--- config.mk ---
export PLATFORM = sky130hd
export DESIGN_NAME = mcd_ctrl
export DESIGN_NICKNAME = d
export VERILOG_FILES = /design/src/mcd_pkg.sv /design/src/mcd_ctrl.sv
export SDC_FILE = /design/constraint.sdc
export NUM_CORES = 1
export LEC_CHECK = 0
export BUFFER_PORTS_ARGS = -buffer_cell sky130_fd_sc_hd__buf_2
export CORE_AREA = 2 2 39 41
export CTS_BUF_LIST = sky130_fd_sc_hd__clkbuf_4 sky130_fd_sc_hd__clkbuf_8
export CTS_CLUSTER_DIAMETER = 60
export DETAILED_ROUTE_END_ITERATION = 12
export DIE_AREA = 0 0 41 43
export HOLD_SLACK_MARGIN = 0.06
export SYNTH_ARGS = -nofsm -noshare
export SYNTH_HDL_FRONTEND = slang
export SYNTH_SLANG_ARGS = --single-unit
--- constraint.sdc ---
create_clock -name clk_i -period 1.2 [get_ports clk_i]
set_input_delay 0.12 -clock clk_i [delete_from_list [all_inputs] [get_ports clk_i]]
set_output_delay 0.12 -clock clk_i [all_outputs]
set_load 0.05 [all_outputs]
--- src/mcd_pkg.sv ---
// ----------------------------------------------------------------------------
// mcd_pkg
// Shared types and codes of the depth-first maze carver: register indexes,
// event and direction codes, and the command and status bundles that join
// the controller to the datapath.
// ----------------------------------------------------------------------------
package mcd_pkg;

  // internal width of grid bounds, wide enough for 256 rows or columns
  localparam int unsigned DIMW = 9;

  localparam int unsigned CFG_IDX_W  = 3;
  localparam int unsigned CFG_DATA_W = 6;

  localparam logic [CFG_IDX_W-1:0] REG_GRID_ROWS = 3'd0;
  localparam logic [CFG_IDX_W-1:0] REG_GRID_COLS = 3'd1;
  localparam logic [CFG_IDX_W-1:0] REG_START_ROW = 3'd2;
  localparam logic [CFG_IDX_W-1:0] REG_START_COL = 3'd3;
  localparam logic [CFG_IDX_W-1:0] REG_GOAL_ROW  = 3'd4;
  localparam logic [CFG_IDX_W-1:0] REG_GOAL_COL  = 3'd5;

  localparam logic [1:0] EV_RESTARTED = 2'd0;
  localparam logic [1:0] EV_CARVED    = 2'd1;
  localparam logic [1:0] EV_BACKTRACK = 2'd2;
  localparam logic [1:0] EV_FINISHED  = 2'd3;

  localparam logic [1:0] DIR_NORTH = 2'd0;
  localparam logic [1:0] DIR_SOUTH = 2'd1;
  localparam logic [1:0] DIR_WEST  = 2'd2;
  localparam logic [1:0] DIR_EAST  = 2'd3;

  localparam logic ACT_RESTART = 1'b0;

  typedef struct packed {
    logic accept;
    logic clr_step;
    logic start_commit;
    logic emit_finish;
    logic top_latch;
    logic scan_step;
    logic choose;
    logic commit;
  } cmd_t;

  typedef struct packed {
    logic count_zero;
    logic clear_last;
    logic scan_last;
    logic out_free;
  } sts_t;

endpackage

--- src/mcd_ctrl.sv ---
// ----------------------------------------------------------------------------
// mcd_ctrl
// Sequencer of the maze carver: takes an input beat, runs the clearing sweep
// or the neighbour scan, and commits the result once the output slot is free.
// ----------------------------------------------------------------------------
module mcd_ctrl (
  input  logic          clk_i,
  input  logic          rst_ni,
  input  logic          in_valid_i,
  input  logic          in_action_i,
  output logic          in_ready_o,
  input  mcd_pkg::sts_t sts_i,
  output mcd_pkg::cmd_t cmd_o
);

  localparam logic [2:0] S_IDLE   = 3'd0;
  localparam logic [2:0] S_CLEAR  = 3'd1;
  localparam logic [2:0] S_START  = 3'd2;
  localparam logic [2:0] S_FINISH = 3'd3;
  localparam logic [2:0] S_TOP    = 3'd4;
  localparam logic [2:0] S_SCAN   = 3'd5;
  localparam logic [2:0] S_CHOOSE = 3'd6;
  localparam logic [2:0] S_COMMIT = 3'd7;

  logic [2:0] state_q, state_d;
  logic       accept;

  assign in_ready_o = (state_q == S_IDLE);
  assign accept     = in_valid_i & in_ready_o;

  always_comb begin
    cmd_o   = '0;
    state_d = state_q;
    case (state_q)
      S_IDLE: begin
        cmd_o.accept = accept;
        if (accept) begin
          if (in_action_i == mcd_pkg::ACT_RESTART) begin
            state_d = S_CLEAR;
          end else if (sts_i.count_zero) begin
            state_d = S_FINISH;
          end else begin
            state_d = S_TOP;
          end
        end
      end
      S_CLEAR: begin
        cmd_o.clr_step = 1'b1;
        if (sts_i.clear_last) begin
          state_d = S_START;
        end
      end
      S_START: begin
        if (sts_i.out_free) begin
          cmd_o.start_commit = 1'b1;
          state_d            = S_IDLE;
        end
      end
      S_FINISH: begin
        if (sts_i.out_free) begin
          cmd_o.emit_finish = 1'b1;
          state_d           = S_IDLE;
        end
      end
      S_TOP: begin
        cmd_o.top_latch = 1'b1;
        state_d         = S_SCAN;
      end
      S_SCAN: begin
        cmd_o.scan_step = 1'b1;
        if (sts_i.scan_last) begin
          state_d = S_CHOOSE;
        end
      end
      S_CHOOSE: begin
        cmd_o.choose = 1'b1;
        state_d      = S_COMMIT;
      end
      S_COMMIT: begin
        if (sts_i.out_free) begin
          cmd_o.commit = 1'b1;
          state_d      = S_IDLE;
        end
      end
      default: begin
        state_d = S_IDLE;
      end
    endcase
  end

  always_ff @(posedge clk_i or negedge rst_ni) begin
    if (!rst_ni) begin
      state_q <= S_IDLE;
    end else begin
      state_q <= state_d;
    end
  end

`ifndef SYNTHESIS
  a_restart_sweeps: assert property (@(posedge clk_i) disable iff (!rst_ni)
    (accept && in_action_i == mcd_pkg::ACT_RESTART) |=> (state_q == S_CLEAR))
    else $error("restart beat did not start the clearing sweep");
  a_empty_finishes: assert property (@(posedge clk_i) disable iff (!rst_ni)
    (accept && in_action_i != mcd_pkg::ACT_RESTART && sts_i.count_zero)
    |=> (state_q == S_FINISH))
    else $error("step on empty stack did not go to finish");
  a_commit_waits: assert property (@(posedge clk_i) disable iff (!rst_ni)
    (state_q == S_COMMIT && !sts_i.out_free) |=> (state_q == S_COMMIT))
    else $error("commit left while output slot was busy");
`endif

endmodule

* Word-level counts from Yosys, hierarchy flattened
Cells that the tools add are included.
** Operators by class
- Mux-type cells :: 16
- Equality and inequality tests :: 11
- Bitwise operators :: 1
- Reductions and logical operators :: 3
** Operator list (count)
- 2-to-1 mux 3 bit :: 6
- one-hot mux 3 bit (6 select lines) :: 1
- equality test 3 bit, second input constant :: 4
- 2-to-1 mux 1 bit :: 9
- equality test 3 x 2 -> 1 bit, second input constant :: 2
- inequality test 2 x 1 -> 1 bit, second input constant :: 2
- inequality test 2 bit, second input constant :: 2
- AND reduction 4 bit :: 1
- equality test 3 x 1 -> 1 bit, second input constant :: 1
- zero test 3 bit :: 1
- OR reduction 3 bit :: 1
- bitwise AND 1 bit :: 1
** Storage, ports and cells
- Bits of input ports :: 8
- Register bits :: 3
- Output and inout port bits :: 9

* Logic depth before layout (Yosys ltp)
- Depth in word-level cells :: 4
- Gate-level depth with buffers :: 4
- Depth with buffers taken out :: 3

* Worst setup path after synthesis
Ideal clock, no wire load.
- Kind :: reg2reg
- Start :: reg state_q[0]
- End :: reg state_q[1]
- Cell stages (with the launch flop) :: 5
- Period minus slack after synthesis :: 1.792 ns
- Path slack :: -0.592 ns
- Arrival time :: 1.725 ns
- Cell sequence :: dfrtp_1 buf_4 nor3_2 and2_4 a311o_1
** Between the ends
- Longest elaborated chain between the ends :: 4
- Elaborated cells on any way between the ends :: 16
** Ends and longest elaborated chain
- start: declaration :: line mcd_ctrl.sv:25 : logic [2:0] state_q, state_d;
- start signal: assignment :: line mcd_ctrl.sv:95 : state_q <= state_d;
- zero test 3 bit * :: line mcd_ctrl.sv:28 : assign in_ready_o = (state_q == S_IDLE);
- named net in_ready_o :: line mcd_ctrl.sv:11 : output logic in_ready_o,
- bitwise AND 1 bit :: line mcd_ctrl.sv:29 : assign accept = in_valid_i & in_ready_o;
- inequality test 2 x 1 -> 1 bit (no source line)
- AND reduction 4 bit (no source line)
Mark *: on every way through the listed nets, which the timed path passes. The rest lies on a longest branch.
A chain may end at the register's enable or synchronous reset.

==> out/summary.log <==
qor: critical_path.r2r_setup_slack -0.09 ns
qor: synth.yosys_warnings 0
qor: drt.drt_iter0_markers 7
qor: clock_tree.cts_bufs_inserted 3
qor: clock_tree.tritoncts yes
qor: clock_tree.clk_root_buffer_cell sky130_fd_sc_hd__clkbuf_4
qor: clock_tree.clk_path_buf_depth 2
qor: power.p_int 819 µW
qor: synth.synth.ff_latch_count 3
qor: critical_path.worst_setup_path_startpoint state_q[0]
qor: die.num_rows 14
qor: layout.fin_nets 71
qor: timing.final_period_minus_worst_setup_slack 1.34 ns
qor: timing.fin_hold_ws 0.158 ns
qor: synth.ys_async_sr_fraction 100%
qor: min_path.worstHoldPathType in2reg
qor: power.sequentialPowerShare 17.4%
qor: synth.synth.yosys.seq_area_share 29.0%
qor: critical_path.worst_setup_path_start_kind flop
qor: min_path.hold-path-cell-count 2
qor: layout.num_antenna_cells 0
qor: timing.timing.fmax 746 MHz
qor: critical_path.crit_path_cell_trace nor3_4, and2_4, buf_8
qor: clock_tree.clk_pin_slew 0.04 ns
qor: timing.worst_pin_slew 0.176 ns
qor: placement.port_buffers 16
qor: synth.synth_cell_types 20
qor: outcome.result_of_the_run finished, violations left
qor: timing.hold_viol_final 0
qor: critical_path.crit_slowest_cell sky130_fd_sc_hd__dfrtp_2
qor: synth.synthesis.area_per_instance 7.85 µm²
qor: die.core_area 1380 µm²
qor: die.die_area 1760 µm²
qor: min_path.hold_path.startpoint sts_i[3]
qor: synth.syn-cell-area 259 µm²
qor: critical_path.critPathArrivalTime 1.22 ns
qor: drt.vias 342
qor: global_route.gr-usage-all-layers 11.9%
qor: clock_tree.worstSkewPairLatency 0.23 ns
qor: die.ioPinCount 17
qor: synth.synthCells 33
qor: global_route.grt_overflow_total 0
qor: layout.final_cell_mix 10 x sky130_fd_sc_hd__buf_4, 7 x sky130_fd_sc_hd__buf_2, 7 x sky130_fd_sc_hd__buf_6
qor: drt.totalWireLength 795 µm
qor: global_route.antenna_violations_before_repair 0
qor: synth.postSynth.topFlopCell sky130_fd_sc_hd__dfrtp_1
qor: die.chipWidth 41 µm
qor: drt.postRouteAntennaNets 0
qor: synth.synth_edf_count 0
qor: timing.relSlewSlack 87.9%
qor: power.pwr_density_cell 2860 nW/µm²
qor: power.p_leak 0.276 nW
qor: timing.final-max-slew-violation-count 0
qor: power.combPwrFrac 69.9%
qor: critical_path.worst_path_dominant_cell_family flip-flops
qor: critical_path.cp.depth 3
qor: power.net-switching-power 751 µW
qor: synth.mappedNetlistNets 41
qor: timing.finalSetupViolCount 10
qor: critical_path.worstPathMaxFanout 7
qor: clock_tree.htree_num_levels 1
qor: global_route.grt_first_pass_wirelength 1350 µm
qor: layout.largest_register state_q
qor: outcome.violated_checks negative setup slack
qor: clock_tree.cts_num_sinks 3
qor: layout.area.growth.synth_to_final 112%
qor: global_route.grt_start_max_net_pins 8
qor: die.die_height 43 µm
qor: critical_path.worst_r2r_startpoint state_q[2]
qor: run.max_cap_violations 0
qor: critical_path.endpoint_kind output pin
qor: layout.layout.core_utilization 39.7%
qor: global_route.grt_pass1_vias 331
qor: timing.finalClockSkew 0.00301 ns
qor: critical_path.critical_path_buf_inv_count 1
qor: die.initial_core_util 18.7%
qor: critical_path.worst-endpoint-required 1.08 ns
qor: timing.final.period_utilization 112%
qor: drt.detail_route.vias_per_cell 4.38
qor: drt.drc 0
qor: layout.reg_top3 state_q (3)
qor: layout.fillers 150
qor: timing.rsz0062_at_grt yes
qor: critical_path.ff2ff_path_depth 4
qor: timing.layout_setup_ws -0.141 ns
qor: placement.gp_congestion 0.844
qor: layout.most_common_cell_after_layout_fill_and_taps_aside sky130_fd_sc_hd__buf_4
qor: drt.routed_wire_length_per_instance 10.2 µm
qor: power.netSwitchingFraction 47.8%
qor: critical_path.timing.critical_path.slowest_cell_delay 0.45 ns
qor: layout.post_route_cells_drive_above_1_share 69.4%
qor: power.pwr-share-clk 12.7%
qor: critical_path.crit_type reg2out
qor: layout.largest_register_ffs 3
qor: placement.detailedPlacementHpwl 658 µm
qor: power.irDropWorstVdd 912 µV
qor: drt.drt_first_pass_iters 6
[cell type report]
cell class | instances | area, µm² | share of cell area (%)
multi-input combinational | 25 | 178 | 32.3
tap | 16 | 20.0 | 3.64
clock buffer | 4 | 30.0 | 5.47
timing repair buffer | 27 | 229 | 41.7
sequential | 3 | 78.8 | 14.4
inverter | 3 | 13.8 | 2.51
[routing by layer]
| metal | vias up | track usage (%) | share of wire (%) |
|---|---|---|---|
| met3 | 2 | 2.09 | 5.5 |
| met5 | - | 0 | 0 |
| met1 | 151 | 12.7 | 41 |
| li1 | 173 | - | - |
| met2 | 16 | 17.8 | 51 |
| met4 | 0 | 12.0 | 2.5 |
[cells in the mapped netlist (2+ instances only)]
| cell type | instances | share of area, % |
|---|---|---|
| sky130_fd_sc_hd__nand2b_1 | 2 | 4.8 |
| sky130_fd_sc_hd__inv_1 | 3 | 4.3 |
| sky130_fd_sc_hd__dfrtp_1 | 3 | 29 |
| sky130_fd_sc_hd__o21ai_0 | 2 | 3.9 |
| sky130_fd_sc_hd__nand2_1 | 2 | 2.9 |
| sky130_fd_sc_hd__nand3_1 | 2 | 3.9 |
| sky130_fd_sc_hd__nor2_1 | 5 | 7.2 |
| sky130_fd_sc_hd__and3_1 | 2 | 4.8 |
[worst reg2reg max path, delay by kind of cell (launching register included)]
kind,cells,cell delay (ns)
compound gates,1,0.31
simple gates,1,0.07
buf+inv,1,0.14
mux,1,0.21
flops,1,0.44
[stage by stage]
stage	total power, mW	instances	setup slack, ns	area, µm²	setup TNS (ns)
floorplan	0.886	33	-0.339	278	-0.822
global placement	1.11	69	0.000245	404	0
detailed placement	1.12	69	-0.0444	404	-0.0489
CTS	1.55	77	-0.146	532	-0.835
global route	1.68	78	-0.201	549	-1.36
finish	1.57	78	-0.141	549	-0.735
[kinds of logic after synthesis]
group / Yosys count / share of synthesized area (%)
flops: 3 / 29.0
compound gates: 6 / 16.4
mux: 1 / 3.86
buf+inv: 5 / 11.6
simple gates: 18 / 39.1
[power by group through the flow]
| stage | sequential (mW) | combinational, mW | clock, mW |
|---|---|---|---|
| floorplan | 0.191 | 0.695 | 0 |
| global placement | 0.250 | 0.859 | 0 |
| detailed placement | 0.251 | 0.869 | 0 |
| CTS | 0.272 | 1.07 | 0.207 |
| global route | 0.288 | 1.17 | 0.222 |
| finish | 0.272 | 1.10 | 0.200 |
[path summary, 6_finish.rpt]
| kind | endpoint |
|---|---|
| max | cmd_o[7] |
| min | state_q[1] |
| max reg2reg | state_q[1] |
| min reg2reg | state_q[2] |
| max in group asynchronous | state_q[1] |
| min in group asynchronous | state_q[0] |
[timing repair]
action                                 4_1_cts  5_1_grt
setup endpoints to repair                   11       11
hold buffers                                 1        0
pin swaps                                    1        0
gates resized for setup                     25        5
cloned                                       0        0
endpoints found under the hold margin        3        0
setup buffers                                3        1
(Power assumes the default switching activity.)
